[src/hdl/record_control_sequencer_assert.svh]
// ----------------------------------------------------------------------------
// Assertion macros for the recorder control sequencer
// Checks are sampled on clk and are off while rst_n is low.
// ----------------------------------------------------------------------------
`ifndef RECORD_CONTROL_SEQUENCER_ASSERT_SVH
`define RECORD_CONTROL_SEQUENCER_ASSERT_SVH

// The consequent must hold in the same cycle as the antecedent.
`define RCS_ASSERT_IMP(label, ante, cons, msg) \
    label: assert property (@(posedge clk) disable iff (!rst_n) (ante) |-> (cons)) \
        else $error(msg);

// The consequent must hold in the cycle after the antecedent.
`define RCS_ASSERT_NXT(label, ante, cons, msg) \
    label: assert property (@(posedge clk) disable iff (!rst_n) (ante) |=> (cons)) \
        else $error(msg);

`endif

[src/hdl/rcs_pkg.sv]
// ----------------------------------------------------------------------------
// rcs_pkg
// Types and constants shared by the recorder control sequencer modules.
// ----------------------------------------------------------------------------
package rcs_pkg;

    localparam int ELAPSED_W = 23;

    typedef enum logic [2:0] {
        ST_STOPPED    = 3'd0,
        ST_ARMED      = 3'd1,
        ST_RECORDING  = 3'd2,
        ST_PAUSED     = 3'd3,
        ST_FINALIZING = 3'd4,
        ST_FINISHED   = 3'd5,
        ST_ERROR      = 3'd6,
        ST_CANCELLED  = 3'd7
    } run_state_t;

    localparam logic [2:0] ERR_NONE   = 3'd0;
    localparam logic [2:0] ERR_FORMAT = 3'd1;
    localparam logic [2:0] ERR_PAUSE  = 3'd2;
    localparam logic [2:0] ERR_RESUME = 3'd3;
    localparam logic [2:0] ERR_SUB    = 3'd4;

    localparam logic [1:0] REASON_NONE  = 2'd0;
    localparam logic [1:0] REASON_USER  = 2'd1;
    localparam logic [1:0] REASON_MOTOR = 2'd2;

    localparam logic [1:0] CFG_FORMAT = 2'd0;
    localparam logic [1:0] CFG_MODE   = 2'd1;
    localparam logic [1:0] CFG_IDLE   = 2'd2;

    localparam logic [1:0]  FORMAT_RESET = 2'd0;
    localparam logic [1:0]  MODE_RESET   = 2'd1;
    localparam logic [15:0] IDLE_RESET   = 16'd5000;

    localparam logic [2:0] FUNC_SERVICE = 3'd0;
    localparam logic [2:0] FUNC_START   = 3'd1;
    localparam logic [2:0] FUNC_TOGGLE  = 3'd2;
    localparam logic [2:0] FUNC_STOP    = 3'd3;
    localparam logic [2:0] FUNC_CANCEL  = 3'd4;
    localparam logic [2:0] FUNC_RESET   = 3'd5;

    localparam logic [2:0] STAT_OTHER      = 3'd0;
    localparam logic [2:0] STAT_RECORDING  = 3'd1;
    localparam logic [2:0] STAT_PAUSED     = 3'd2;
    localparam logic [2:0] STAT_FINALIZING = 3'd3;
    localparam logic [2:0] STAT_FINISHED   = 3'd4;
    localparam logic [2:0] STAT_ERROR      = 3'd5;

    localparam logic [1:0] MODE_MANUAL   = 2'd0;
    localparam logic [1:0] MODE_MOTOR    = 2'd1;
    localparam logic [1:0] MODE_AUTO     = 2'd2;
    localparam logic [1:0] MODE_UNLISTED = 2'd3;

    localparam logic [1:0] FMT_WAV     = 2'd0;
    localparam logic [1:0] FMT_LEP     = 2'd1;
    localparam logic [1:0] FMT_L16     = 2'd2;
    localparam logic [1:0] FMT_INVALID = 2'd3;

    localparam logic [6:0] SC_START   = 7'h01;
    localparam logic [6:0] SC_PREVIEW = 7'h02;
    localparam logic [6:0] SC_PAUSE   = 7'h04;
    localparam logic [6:0] SC_RESUME  = 7'h08;
    localparam logic [6:0] SC_STOP    = 7'h10;
    localparam logic [6:0] SC_CANCEL  = 7'h20;
    localparam logic [6:0] SC_SERVICE = 7'h40;

    localparam logic [2:0] MC_WATCH = 3'h1;
    localparam logic [2:0] MC_ARM   = 3'h2;
    localparam logic [2:0] MC_STOP  = 3'h4;

    typedef struct packed {
        logic [1:0]  capture_format;
        logic [1:0]  ctrl_mode;
        logic [15:0] idle_stop_ms;
    } cfg_t;

    typedef struct packed {
        logic [2:0]  func;
        logic        motor_on;
        logic        auto_trigger;
        logic [15:0] edge_total;
        logic [31:0] now_ms;
        logic        sub_ok;
        logic [2:0]  sub_status;
    } item_t;

    typedef struct packed {
        run_state_t  run_state;
        logic        capture_active;
        logic        motor_paused;
        logic        user_paused;
        logic [31:0] active_start;
        logic [31:0] pause_start;
        logic        pause_valid;
        logic [31:0] paused_total;
        logic        removed;
        logic [15:0] last_edge;
        logic [31:0] last_activity;
        logic [2:0]  error_code;
        logic        sense;
    } state_t;

    localparam state_t STATE_RESET = '{
        run_state:      ST_STOPPED,
        capture_active: 1'b0,
        motor_paused:   1'b0,
        user_paused:    1'b0,
        active_start:   32'd0,
        pause_start:    32'd0,
        pause_valid:    1'b0,
        paused_total:   32'd0,
        removed:        1'b0,
        last_edge:      16'd0,
        last_activity:  32'd0,
        error_code:     ERR_NONE,
        sense:          1'b1
    };

    // Result of one step before the millisecond count is turned into seconds.
    typedef struct packed {
        run_state_t  run_state;
        logic        sense_level;
        logic [1:0]  pause_reason;
        logic [31:0] elapsed_ms;
        logic        file_removed;
        logic [2:0]  error_code;
        logic [6:0]  sub_commands;
        logic [2:0]  monitor_commands;
    } res_t;

    typedef struct packed {
        run_state_t           run_state;
        logic                 sense_level;
        logic [1:0]           pause_reason;
        logic [ELAPSED_W-1:0] elapsed_seconds;
        logic                 file_removed;
        logic [2:0]           error_code;
        logic [6:0]           sub_commands;
        logic [2:0]           monitor_commands;
    } result_t;

endpackage

[src/hdl/record_control_sequencer.sv]
// ----------------------------------------------------------------------------
// record_control_sequencer
// Recorder control sequencer: run state, pause tracking and command masks.
//
//   Channel  | Signals                         | Direction
//   ---------+---------------------------------+----------
//   item     | item_valid / item_ready + fields| in
//   result   | result_valid / result_ready     | out
//   cfg      | cfg_write, cfg_index, cfg_data  | in
//
// One beat is accepted per cycle while the pipeline is not stalled; its result
// passes through the input register, the step logic into a middle register,
// then the seconds conversion multiplier into the result register.
// rst_n clears the run state and the pipeline valids and loads the configuration reset values.
// A stalled result holds the pipeline; item_ready drops only when all stages
// are full and result_ready is low.
// ----------------------------------------------------------------------------
`include "record_control_sequencer_assert.svh"

module record_control_sequencer (
    input  logic        clk,
    input  logic        rst_n,
    input  logic        cfg_write,
    input  logic [1:0]  cfg_index,
    input  logic [15:0] cfg_data,
    input  logic        item_valid,
    output logic        item_ready,
    input  logic [2:0]  func,
    input  logic        motor_on,
    input  logic        auto_trigger,
    input  logic [15:0] edge_total,
    input  logic [31:0] now_ms,
    input  logic        sub_ok,
    input  logic [2:0]  sub_status,
    output logic        result_valid,
    input  logic        result_ready,
    output logic [2:0]  run_state,
    output logic        sense_level,
    output logic [1:0]  pause_reason,
    output logic [22:0] elapsed_seconds,
    output logic        file_removed,
    output logic [2:0]  error_code,
    output logic [6:0]  sub_commands,
    output logic [2:0]  monitor_commands
);
    import rcs_pkg::*;

    cfg_t    cfg_reg;
    item_t   in_item_reg;
    logic    in_valid_reg;
    state_t  state_reg;
    state_t  state_next;
    res_t    step_res;
    res_t    mid_res_reg;
    logic    mid_valid_reg;
    logic    mid_ready;
    logic    out_ready;
    logic    in_adv;
    result_t result;

    always_ff @(posedge clk or negedge rst_n)
    begin
        if (!rst_n)
        begin
            cfg_reg.capture_format <= FORMAT_RESET;
            cfg_reg.ctrl_mode      <= MODE_RESET;
            cfg_reg.idle_stop_ms   <= IDLE_RESET;
        end
        else if (cfg_write)
        begin
            unique case (cfg_index)
                CFG_FORMAT: cfg_reg.capture_format <= cfg_data[1:0];
                CFG_MODE:   cfg_reg.ctrl_mode      <= cfg_data[1:0];
                CFG_IDLE:   cfg_reg.idle_stop_ms   <= cfg_data;
                default:
                begin
                end
            endcase
        end
    end

    assign mid_ready  = !mid_valid_reg || out_ready;
    assign in_adv     = in_valid_reg && mid_ready;
    assign item_ready = !in_valid_reg || mid_ready;

    always_ff @(posedge clk or negedge rst_n)
    begin
        if (!rst_n)
        begin
            in_valid_reg  <= 1'b0;
            mid_valid_reg <= 1'b0;
            state_reg     <= STATE_RESET;
        end
        else
        begin
            if (item_ready)
            begin
                in_valid_reg <= item_valid;
            end
            if (mid_ready)
            begin
                mid_valid_reg <= in_valid_reg;
            end
            if (in_adv)
            begin
                state_reg <= state_next;
            end
        end
    end

    always_ff @(posedge clk)
    begin
        if (item_valid && item_ready)
        begin
            in_item_reg.func         <= func;
            in_item_reg.motor_on     <= motor_on;
            in_item_reg.auto_trigger <= auto_trigger;
            in_item_reg.edge_total   <= edge_total;
            in_item_reg.now_ms       <= now_ms;
            in_item_reg.sub_ok       <= sub_ok;
            in_item_reg.sub_status   <= sub_status;
        end
        if (in_adv)
        begin
            mid_res_reg <= step_res;
        end
    end

    rcs_step u_step (
        .cur_state  (state_reg),
        .item       (in_item_reg),
        .cfg        (cfg_reg),
        .state_next (state_next),
        .res        (step_res)
    );

    rcs_out_stage u_out (
        .clk          (clk),
        .rst_n        (rst_n),
        .res          (mid_res_reg),
        .res_valid    (mid_valid_reg),
        .res_ready    (out_ready),
        .result       (result),
        .result_valid (result_valid),
        .result_ready (result_ready)
    );

    assign run_state        = result.run_state;
    assign sense_level      = result.sense_level;
    assign pause_reason     = result.pause_reason;
    assign elapsed_seconds  = result.elapsed_seconds;
    assign file_removed     = result.file_removed;
    assign error_code       = result.error_code;
    assign sub_commands     = result.sub_commands;
    assign monitor_commands = result.monitor_commands;

    `RCS_ASSERT_IMP(a_reason_paused,
        result_valid && pause_reason != REASON_NONE,
        run_state == ST_PAUSED, "pause reason outside paused state")
    `RCS_ASSERT_IMP(a_error_code,
        result_valid && run_state == ST_ERROR,
        error_code != ERR_NONE && sense_level, "error state without code or idle sense")
    `RCS_ASSERT_NXT(a_state_hold,
        !in_adv, $stable(state_reg), "run state changed without a beat")

endmodule

[src/hdl/rcs_step.sv]
// ----------------------------------------------------------------------------
// rcs_step
// Next-state and command logic for one beat of the recorder control sequencer.
// ----------------------------------------------------------------------------
module rcs_step (
    input  rcs_pkg::state_t cur_state,
    input  rcs_pkg::item_t  item,
    input  rcs_pkg::cfg_t   cfg,
    output rcs_pkg::state_t state_next,
    output rcs_pkg::res_t   res
);
    import rcs_pkg::*;

    typedef struct packed {
        state_t     st;
        logic [6:0] sub_cmd;
        logic [2:0] mon_cmd;
    } ctx_t;

    function automatic ctx_t fn_fail(ctx_t c, logic [2:0] code);
        ctx_t r;
        r = c;
        r.st.run_state    = ST_ERROR;
        r.st.motor_paused = 1'b0;
        r.st.user_paused  = 1'b0;
        r.st.sense        = 1'b1;
        r.st.error_code   = code;
        r.mon_cmd         = r.mon_cmd | MC_STOP;
        return r;
    endfunction

    function automatic ctx_t fn_clear_engine(ctx_t c);
        ctx_t r;
        r = c;
        r.st      = STATE_RESET;
        r.mon_cmd = r.mon_cmd | MC_STOP;
        return r;
    endfunction

    function automatic ctx_t fn_begin(ctx_t c, item_t it, cfg_t cf);
        ctx_t r;
        r = c;
        if (!c.st.capture_active)
        begin
            if (cf.capture_format == FMT_INVALID)
            begin
                r = fn_fail(c, ERR_FORMAT);
            end
            else
            begin
                r.sub_cmd = r.sub_cmd | SC_START;
                if (!it.sub_ok)
                begin
                    r = fn_fail(r, ERR_SUB);
                end
                else
                begin
                    r.st.capture_active = 1'b1;
                    r.st.run_state      = ST_RECORDING;
                    r.st.motor_paused   = 1'b0;
                    r.st.user_paused    = 1'b0;
                    r.st.active_start   = it.now_ms;
                    r.st.pause_start    = 32'd0;
                    r.st.pause_valid    = 1'b0;
                    r.st.paused_total   = 32'd0;
                    if (cf.ctrl_mode == MODE_AUTO)
                    begin
                        if (cf.capture_format == FMT_WAV)
                        begin
                            r.mon_cmd = r.mon_cmd | MC_WATCH;
                        end
                        r.st.last_edge     = it.edge_total;
                        r.st.last_activity = it.now_ms;
                    end
                    r.st.sense = 1'b0;
                end
            end
        end
        return r;
    endfunction

    // A successful pause records who asked for it: the user or the motor line.
    function automatic ctx_t fn_pause(ctx_t c, item_t it, logic by_user);
        ctx_t r;
        r = c;
        if (c.st.capture_active && c.st.run_state == ST_RECORDING)
        begin
            r.sub_cmd = r.sub_cmd | SC_PAUSE;
            if (!it.sub_ok)
            begin
                r = fn_fail(r, ERR_PAUSE);
            end
            else
            begin
                r.st.pause_start  = it.now_ms;
                r.st.pause_valid  = 1'b1;
                r.st.run_state    = ST_PAUSED;
                r.st.user_paused  = by_user;
                r.st.motor_paused = !by_user;
            end
        end
        return r;
    endfunction

    function automatic ctx_t fn_resume(ctx_t c, item_t it, cfg_t cf);
        ctx_t r;
        r = c;
        if (c.st.capture_active && c.st.run_state == ST_PAUSED)
        begin
            r.sub_cmd = r.sub_cmd | SC_RESUME;
            if (!it.sub_ok)
            begin
                r = fn_fail(r, ERR_RESUME);
            end
            else
            begin
                if (c.st.pause_valid)
                begin
                    r.st.paused_total = c.st.paused_total + (it.now_ms - c.st.pause_start);
                    r.st.pause_start  = 32'd0;
                    r.st.pause_valid  = 1'b0;
                end
                r.st.run_state    = ST_RECORDING;
                r.st.motor_paused = 1'b0;
                r.st.user_paused  = 1'b0;
                if (cf.ctrl_mode == MODE_AUTO)
                begin
                    r.st.last_edge     = it.edge_total;
                    r.st.last_activity = it.now_ms;
                end
            end
        end
        return r;
    endfunction

    // In motor mode with the motor stopped, a user resume hands the pause over to the motor.
    function automatic ctx_t fn_resume_user(ctx_t c, item_t it, cfg_t cf);
        ctx_t r;
        r = c;
        r.st.user_paused = 1'b0;
        if (cf.ctrl_mode == MODE_MOTOR && !it.motor_on)
        begin
            r.st.motor_paused = 1'b1;
        end
        else
        begin
            r.st.motor_paused = 1'b0;
            r = fn_resume(r, it, cf);
        end
        return r;
    endfunction

    function automatic ctx_t fn_cancel(ctx_t c, cfg_t cf);
        ctx_t r;
        r = c;
        r.st.removed = c.st.capture_active;
        if (c.st.capture_active && cf.capture_format != FMT_INVALID)
        begin
            r.sub_cmd = r.sub_cmd | SC_CANCEL;
        end
        r.st.run_state      = ST_CANCELLED;
        r.st.capture_active = 1'b0;
        r.st.motor_paused   = 1'b0;
        r.st.user_paused    = 1'b0;
        r.st.sense          = 1'b1;
        r.mon_cmd           = r.mon_cmd | MC_STOP;
        return r;
    endfunction

    function automatic ctx_t fn_stop(ctx_t c, cfg_t cf);
        ctx_t r;
        r = c;
        if (c.st.run_state == ST_ARMED)
        begin
            r = fn_cancel(c, cf);
        end
        else if (c.st.run_state == ST_RECORDING || c.st.run_state == ST_PAUSED)
        begin
            r.sub_cmd         = r.sub_cmd | SC_STOP;
            r.st.run_state    = ST_FINALIZING;
            r.st.motor_paused = 1'b0;
            r.st.user_paused  = 1'b0;
            r.mon_cmd         = r.mon_cmd | MC_STOP;
        end
        return r;
    endfunction

    function automatic ctx_t fn_start(ctx_t c, item_t it, cfg_t cf);
        ctx_t r;
        r = fn_clear_engine(c);
        if (cf.ctrl_mode == MODE_MANUAL)
        begin
            r.st.sense = 1'b0;
            r = fn_begin(r, it, cf);
        end
        else
        begin
            r.sub_cmd = r.sub_cmd | SC_PREVIEW;
            if (!it.sub_ok)
            begin
                r = fn_fail(r, ERR_SUB);
            end
            else
            begin
                r.st.sense     = 1'b0;
                r.st.run_state = ST_ARMED;
                if (cf.ctrl_mode == MODE_AUTO)
                begin
                    r.mon_cmd = r.mon_cmd | MC_ARM;
                end
            end
        end
        return r;
    endfunction

    function automatic ctx_t fn_service(ctx_t c, item_t it, cfg_t cf);
        ctx_t        r;
        logic [31:0] idle_ms;
        r = c;
        idle_ms = 32'd0;
        if (c.st.run_state == ST_ARMED)
        begin
            if ((cf.ctrl_mode == MODE_MOTOR && it.motor_on) ||
                (cf.ctrl_mode == MODE_AUTO && it.auto_trigger))
            begin
                r = fn_begin(c, it, cf);
            end
        end
        else
        begin
            if (cf.ctrl_mode == MODE_MOTOR)
            begin
                if (c.st.run_state == ST_RECORDING && !it.motor_on)
                begin
                    r = fn_pause(c, it, 1'b0);
                end
                else if (c.st.run_state == ST_PAUSED && !c.st.user_paused)
                begin
                    if (!it.motor_on)
                    begin
                        r.st.motor_paused = 1'b1;
                    end
                    else if (c.st.motor_paused)
                    begin
                        r.st.motor_paused = 1'b0;
                        r = fn_resume(r, it, cf);
                    end
                end
            end
            if (cf.ctrl_mode == MODE_AUTO && r.st.run_state == ST_RECORDING)
            begin
                idle_ms = it.now_ms - r.st.last_activity;
                if (it.edge_total != r.st.last_edge)
                begin
                    r.st.last_edge     = it.edge_total;
                    r.st.last_activity = it.now_ms;
                end
                else if (idle_ms >= {16'd0, cf.idle_stop_ms})
                begin
                    r = fn_stop(r, cf);
                end
            end
            // The sub-engine is serviced only for a known capture format.
            if (cf.capture_format != FMT_INVALID)
            begin
                r.sub_cmd = r.sub_cmd | SC_SERVICE;
                unique case (it.sub_status)
                    STAT_FINALIZING:
                    begin
                        r.st.run_state = ST_FINALIZING;
                    end
                    STAT_FINISHED:
                    begin
                        r.st.run_state    = ST_FINISHED;
                        r.st.motor_paused = 1'b0;
                        r.st.user_paused  = 1'b0;
                        r.st.sense        = 1'b1;
                        r.mon_cmd         = r.mon_cmd | MC_STOP;
                    end
                    STAT_ERROR:
                    begin
                        r = fn_fail(r, ERR_SUB);
                    end
                    STAT_PAUSED:
                    begin
                        r.st.run_state = ST_PAUSED;
                    end
                    STAT_RECORDING:
                    begin
                        if (r.st.run_state != ST_FINALIZING)
                        begin
                            r.st.run_state    = ST_RECORDING;
                            r.st.motor_paused = 1'b0;
                            r.st.user_paused  = 1'b0;
                        end
                    end
                    default:
                    begin
                    end
                endcase
            end
        end
        return r;
    endfunction

    ctx_t        c0;
    ctx_t        c;
    logic [31:0] end_ms;
    logic [31:0] base_ms;

    always_comb
    begin
        c0.st      = cur_state;
        c0.sub_cmd = 7'd0;
        c0.mon_cmd = 3'd0;
        c          = c0;
        unique case (item.func)
            FUNC_SERVICE:
            begin
                c = fn_service(c0, item, cfg);
            end
            FUNC_START:
            begin
                c = fn_start(c0, item, cfg);
            end
            FUNC_TOGGLE:
            begin
                if (cur_state.run_state == ST_ARMED)
                begin
                    c = fn_begin(c0, item, cfg);
                    if (c.st.capture_active && cfg.ctrl_mode == MODE_MOTOR &&
                        !item.motor_on)
                    begin
                        c = fn_pause(c, item, 1'b0);
                    end
                end
                else if (cur_state.run_state == ST_RECORDING)
                begin
                    c = fn_pause(c0, item, 1'b1);
                end
                else if (cur_state.run_state == ST_PAUSED)
                begin
                    c = fn_resume_user(c0, item, cfg);
                end
            end
            FUNC_STOP:
            begin
                c = fn_stop(c0, cfg);
            end
            FUNC_CANCEL:
            begin
                c = fn_cancel(c0, cfg);
            end
            FUNC_RESET:
            begin
                c = fn_clear_engine(c0);
            end
            default:
            begin
                c = c0;
            end
        endcase
    end

    // Elapsed time ends at the pause start while paused and is zero with no active capture or on underflow.
    always_comb
    begin
        end_ms  = (c.st.run_state == ST_PAUSED && c.st.pause_valid) ?
                  c.st.pause_start : item.now_ms;
        base_ms = c.st.active_start + c.st.paused_total;
        if (!c.st.capture_active || end_ms < base_ms)
        begin
            res.elapsed_ms = 32'd0;
        end
        else
        begin
            res.elapsed_ms = end_ms - base_ms;
        end

        res.pause_reason = REASON_NONE;
        if (c.st.run_state == ST_PAUSED)
        begin
            if (c.st.user_paused)
            begin
                res.pause_reason = REASON_USER;
            end
            else if (c.st.motor_paused)
            begin
                res.pause_reason = REASON_MOTOR;
            end
        end

        res.run_state        = c.st.run_state;
        res.sense_level      = c.st.sense;
        res.file_removed     = c.st.removed;
        res.error_code       = c.st.error_code;
        res.sub_commands     = c.sub_cmd;
        res.monitor_commands = c.mon_cmd;
    end

    assign state_next = c.st;

endmodule

[src/hdl/rcs_out_stage.sv]
// ----------------------------------------------------------------------------
// rcs_out_stage
// Result register; converts elapsed milliseconds to whole seconds on the way.
// ----------------------------------------------------------------------------
module rcs_out_stage (
    input  logic             clk,
    input  logic             rst_n,
    input  rcs_pkg::res_t    res,
    input  logic             res_valid,
    output logic             res_ready,
    output rcs_pkg::result_t result,
    output logic             result_valid,
    input  logic             result_ready
);
    import rcs_pkg::*;

    localparam int          MS_PER_SEC = 1000;
    localparam int          DIV_SHIFT  = 38;
    localparam int          PROD_W     = 61;
    // Rounded-up reciprocal; the quotient is exact for every 32-bit dividend.
    localparam longint unsigned DIV_RECIP =
        ((64'd1 << DIV_SHIFT) + MS_PER_SEC - 1) / MS_PER_SEC;

    logic [PROD_W-1:0] prod;
    logic              valid_reg;
    result_t           result_reg;
    result_t           result_next;

    assign prod = PROD_W'(res.elapsed_ms) * PROD_W'(DIV_RECIP);

    always_comb
    begin
        result_next.run_state        = res.run_state;
        result_next.sense_level      = res.sense_level;
        result_next.pause_reason     = res.pause_reason;
        result_next.elapsed_seconds  = prod[DIV_SHIFT +: ELAPSED_W];
        result_next.file_removed     = res.file_removed;
        result_next.error_code       = res.error_code;
        result_next.sub_commands     = res.sub_commands;
        result_next.monitor_commands = res.monitor_commands;
    end

    assign res_ready = !valid_reg || result_ready;

    always_ff @(posedge clk or negedge rst_n)
    begin
        if (!rst_n)
        begin
            valid_reg <= 1'b0;
        end
        else if (res_ready)
        begin
            valid_reg <= res_valid;
        end
    end

    always_ff @(posedge clk)
    begin
        if (res_ready && res_valid)
        begin
            result_reg <= result_next;
        end
    end

    assign result       = result_reg;
    assign result_valid = valid_reg;

endmodule
[config.mk]
export PLATFORM = sky130hd
export DESIGN_NAME = record_control_sequencer
export DESIGN_NICKNAME = d
export VERILOG_FILES = /design/src/hdl/rcs_pkg.sv /design/src/hdl/record_control_sequencer.sv /design/src/hdl/rcs_step.sv /design/src/hdl/rcs_out_stage.sv
export VERILOG_INCLUDE_DIRS = /design/src /design/src/hdl
export SDC_FILE = /design/constraint.sdc
export NUM_CORES = 2
export LEC_CHECK = 0
export BUFFER_PORTS_ARGS = -buffer_cell sky130_fd_sc_hd__clkbuf_2
export CAP_MARGIN = 30
export CORE_AREA = 2 2 251 253
export CTS_CLUSTER_SIZE = 12
export DETAILED_ROUTE_END_ITERATION = 10
export DIE_AREA = 0 0 253 255
export PLACE_DENSITY = 0.81
export SLEW_MARGIN = 20
export SYNTH_ARGS = -nofsm -noshare
export SYNTH_HDL_FRONTEND = slang
export SYNTH_SLANG_ARGS = --single-unit
[constraint.sdc]
create_clock -name clk -period 12.15 [get_ports clk]
set_clock_uncertainty 0.2 [all_clocks]
set_input_delay 1.8225 -clock clk [delete_from_list [all_inputs] [get_ports clk]]
set_output_delay 1.8225 -clock clk [all_outputs]
set_load 0.01 [all_outputs]
==> summary.txt <==
Drt
  • WL final: 95,000 um
  • Routed wirelength normalized by instance count: 19.9 um
  • First-iteration detailed-routing DRC count: 2,446
  • Count of antenna-violating nets left after detailed routing: 0
  • Number of design rule violations left after detail routing: 0
  • Number of iterations in the first detailed-routing pass: 6
  • DR vias/cell: just over 6
  • Number of vias after detailed routing: ~29,000

Yosys
  • Cells after synthesis: 3,869
  • Count of warnings emitted by yosys: 0
  • Adder-cell share of the synthesized area: between 30% and 40%
  • Synth Area in Compound Gates: 16.8%
  • Sequential fraction of the synthesis area: 24.7%
  • Area share of and/or/nand/nor cells after synthesis: 10.3%
  • Xor and xnor fraction of the mapped netlist area: 3.01%
  • Number of flops mapped to enable cells by yosys: 152
  • Largest family of logic cells by synthesized area: adder cells
  • Post-Synthesis Cell Area: 36,700 um2
  • Share of the synthesized area in the top cell type: 18.1%
  • Main area contributors after synthesis: fa_1, ha_1, edfxtp_1, dfrtp_1, inv_1
  • Synth Register Bits: 331
  • Synth async-reset ratio: 54.1%
  • Share of synthesized area spent on multiplexers: 1.26%
  • Distinct cell type count of the synthesized netlist: 87
  • Avg Synthesized Cell Area: around 9.5 um2
  • Synthesized net count: 4,811
  • Area leader, netlist: fa_1
  • Main synth FF type: dfrtp_1

Global routing
  • Via count of the first global-routing pass: between 20,000 and 30,000
  • Tot GR Track Use: between 20 and 30%
  • Total grt overflow: 0
  • First-pass GRT wire length: 153,000 um
  • Maximum number of pins on one net before global-route repair: 92
  • Initial antenna violation count: 0

Clock tree
  • Clock transition at the registers of the reported paths: 0.07 ns
  • Max Root-Sink Buffers: 3
  • TritonCTS clock tree: built
  • Number of clock buffers inserted by TritonCTS: 39
  • Post-cts gate resize count: 0
  • Clock sinks: roughly 330
  • Cts hold-fix bufs: 0
  • Htree depth: 2
  • Number of buffers inserted to repair setup after CTS: 0
  • Worst-skew pair later-pin latency: ~0.58 ns
  • Root cell of the clock tree: clkbuf_16

Run
  • Number of maximum-capacitance violations: 0

Layout
  • Synthesis-to-layout area growth: 7.61%
  • Number of antenna diodes: 0
  • Number of flip-flops under the largest register name: 156
  • Share of cells above drive strength 1: under 10%
  • Number of nets in the layout: 4,892

Timing
  • Worst Max-Slew Pin Slew: 1.08 ns
  • Slew HR: 27.1%
  • Maximum clock frequency: approximately 0.11 GHz
  • Fin Setup TNS: 0 ns
  • Tcrit/Tclk final: 76.1%
  • Number of setup violations in the final report: 0
  • Final critical-path required period: 9.24 ns
  • Final Hold Violating Endpoints: 0
  • RSZ-0062 raised after global routing: false
  • Final number of max-transition violations: 0

Critical path
  • Critical R2R Capture: mid_res_reg[38]$_SDFFCE_PP0P_
  • Origin of the worst setup path: cfg_reg[16]$_DFFE_PN1P_
  • Worst Path Buf+Inv: 1
  • Critical path start-end classification: reg2reg
  • Critical path launch point type: flip-flop
  • Cell with the most instances on the worst path: o21ai_0
  • CP Capture Type: flip-flop
  • Logic depth of the worst register-to-register path: 31
  • Worst endpoint required time: 12.22 ns
  • Critical path fanouts, max: 32
  • Critical path's top delay family: compound AO/OA/AOI/OAI gates
  • Critical register-to-register path startpoint: cfg_reg[16]$_DFFE_PN1P_
  • Slowest-stage cell, CP: a2111o_1
  • Data arrival, critical path: 9.31 ns
  • Setup slack of the most critical reg-to-reg path: 2.91 ns
  • Slowest cell delay on critical path: roughly 0.85 ns

Die
  • Die span in y: 255 um
  • Core Region: 62,200 um2
  • DIE AREA: roughly 65,000 um2
  • Initial core utilization: 59.0%
  • Floorplan row count: 92
  • Width of the die: about 250 um
  • Count of boundary I/O pins: 125

Worst hold path
  • Source of the worst hold timing path: mid_res_reg[9]$_DFFE_PP_
  • Min-Delay Endpoint: u_out.result[9]$_DFFE_PP_
  • Hold/Removal Path Class: reg2reg
  • Hold Crit Depth: 0

Place
  • HPWL after detailed placement: between 70,000 and 80,000 um
  • Weighted congestion at the end of routability-driven global placement: 0.984
  • Number of input and output port buffers inserted: 124

Run status
  • Outcome: finished, final reports clean
## layer usage
| metal | share of wire [%] | vias up | GRT usage (%) |
|---|---|---|---|
| li1 | - | 13500 | - |
| met1 | 40 | 13900 | 39.4 |
| met2 | 47 | 1116 | 49.8 |
| met3 | 7.4 | 262 | 4.05 |
| met4 | 4.8 | 0 | 13.2 |
| met5 | 0 | - | 0 |
## worst max-delay path by stage
stage                                    end  slack, ns  cells past startpoint
2_1_floorplan  mid_res_reg[24]$_SDFFCE_PP0P_       4.49                     36
3_3_place_gp   mid_res_reg[38]$_SDFFCE_PP0P_       3.32                     32
3_5_place_dp   mid_res_reg[38]$_SDFFCE_PP0P_       3.13                     32
4_1_cts        mid_res_reg[38]$_SDFFCE_PP0P_       3.10                     32
5_1_grt        mid_res_reg[38]$_SDFFCE_PP0P_       2.30                     29
6_report       mid_res_reg[38]$_SDFFCE_PP0P_       2.91                     31
## worst register-to-register path: cells and delay by family, from the launching register on
kind / cells / cell delay (ns)
DFF: 1 / 0.56
buffers and inverters: 1 / 0.32
and+or+nand+nor: 11 / 2.26
xor gates and xnor gates: 1 / 0.17
adders and majority gates: 2 / 0.66
AOI/OAI and AO/OA: 16 / 4.77
## kinds of logic (layout without fill, tap and decap cells)
| group | after synthesis | count (layout) |
|---|---|---|
| AND/OR/NAND/NOR | 820 | 820 |
| XOR/XNOR | 126 | 126 |
| multiplexers | 42 | 42 |
| AO/OA/AOI/OAI | 935 | 935 |
| flip-flops | 331 | 331 |
| adder cells (fa/ha/maj) | 862 | 862 |
| buffers and inverters | 753 | 865 |
## synthesized netlist by cell type (all sizes together), types with 25 or more instances
cell       n
inv      631
xor2      64
a21o      78
nand3     48
edfxtp   152
nand2    258
a21oi    268
a32oi     25
dfrtp    172
a22o      66
o21ai    211
and3      26
ha       530
fa       332
mux2      32
xnor2     62
nor2     260
nor3      45
clkbuf    99
nor2b     42
nand2b    31
o2bb2ai   34
## stage by stage
stage	cells	setup WS [ns]	cell area, um2	utilization (%)	hold WS [ns]
after detailed placement	4706	3.13	38200	61.5	0.205
after floorplan	3869	4.49	36700	-	0.200
final	4780	2.91	39500	63.5	0.200
after CTS	4778	3.10	39500	63.5	0.205
after global routing	4780	2.30	39500	63.5	0.216
after global placement	4705	3.32	38200	61.4	0.200
## layout make-up
type	count	area, um2
clock buffers	54	1050
clock inverters	18	198
fillers	5070	22700
inverters	632	2370
multi-input cells	2785	24900
flip-flops and latches	331	9050
well taps	799	1000
repair buffers	161	952
## cell usage in the layout, fill, tap and decap left out, drive strengths merged, types with 10 or more instances in the layout
cell type,synthesis,final
and3,26,26
nor2b,42,42
xnor2,62,62
fa,332,332
a22o,66,66
dfrtp,172,172
a21boi,11,11
mux2i,10,10
or2,12,12
a32oi,25,25
or3,17,17
xor2,64,64
nand3,48,48
edfxtp,152,152
o22ai,12,12
and2,14,14
nor2,260,260
clkinv,1,13
ha,530,530
a211oi,18,18
a2111oi,12,12
inv,631,633
nand2,258,258
o21a,22,22
a32o,24,24
nand4,24,24
a21oi,268,268
clkbuf,99,178
o2bb2ai,34,34
o211ai,22,22
nor3,45,45
o21bai,16,16
o31ai,11,11
mux2,32,32
buf,22,37
a21o,78,78
nand2b,31,31
o21ai,211,211
a31oi,24,24
Power is left out: the tool's default activity adds up to more than one toggle a clock period on the data nets, which glitch-free logic cannot reach.
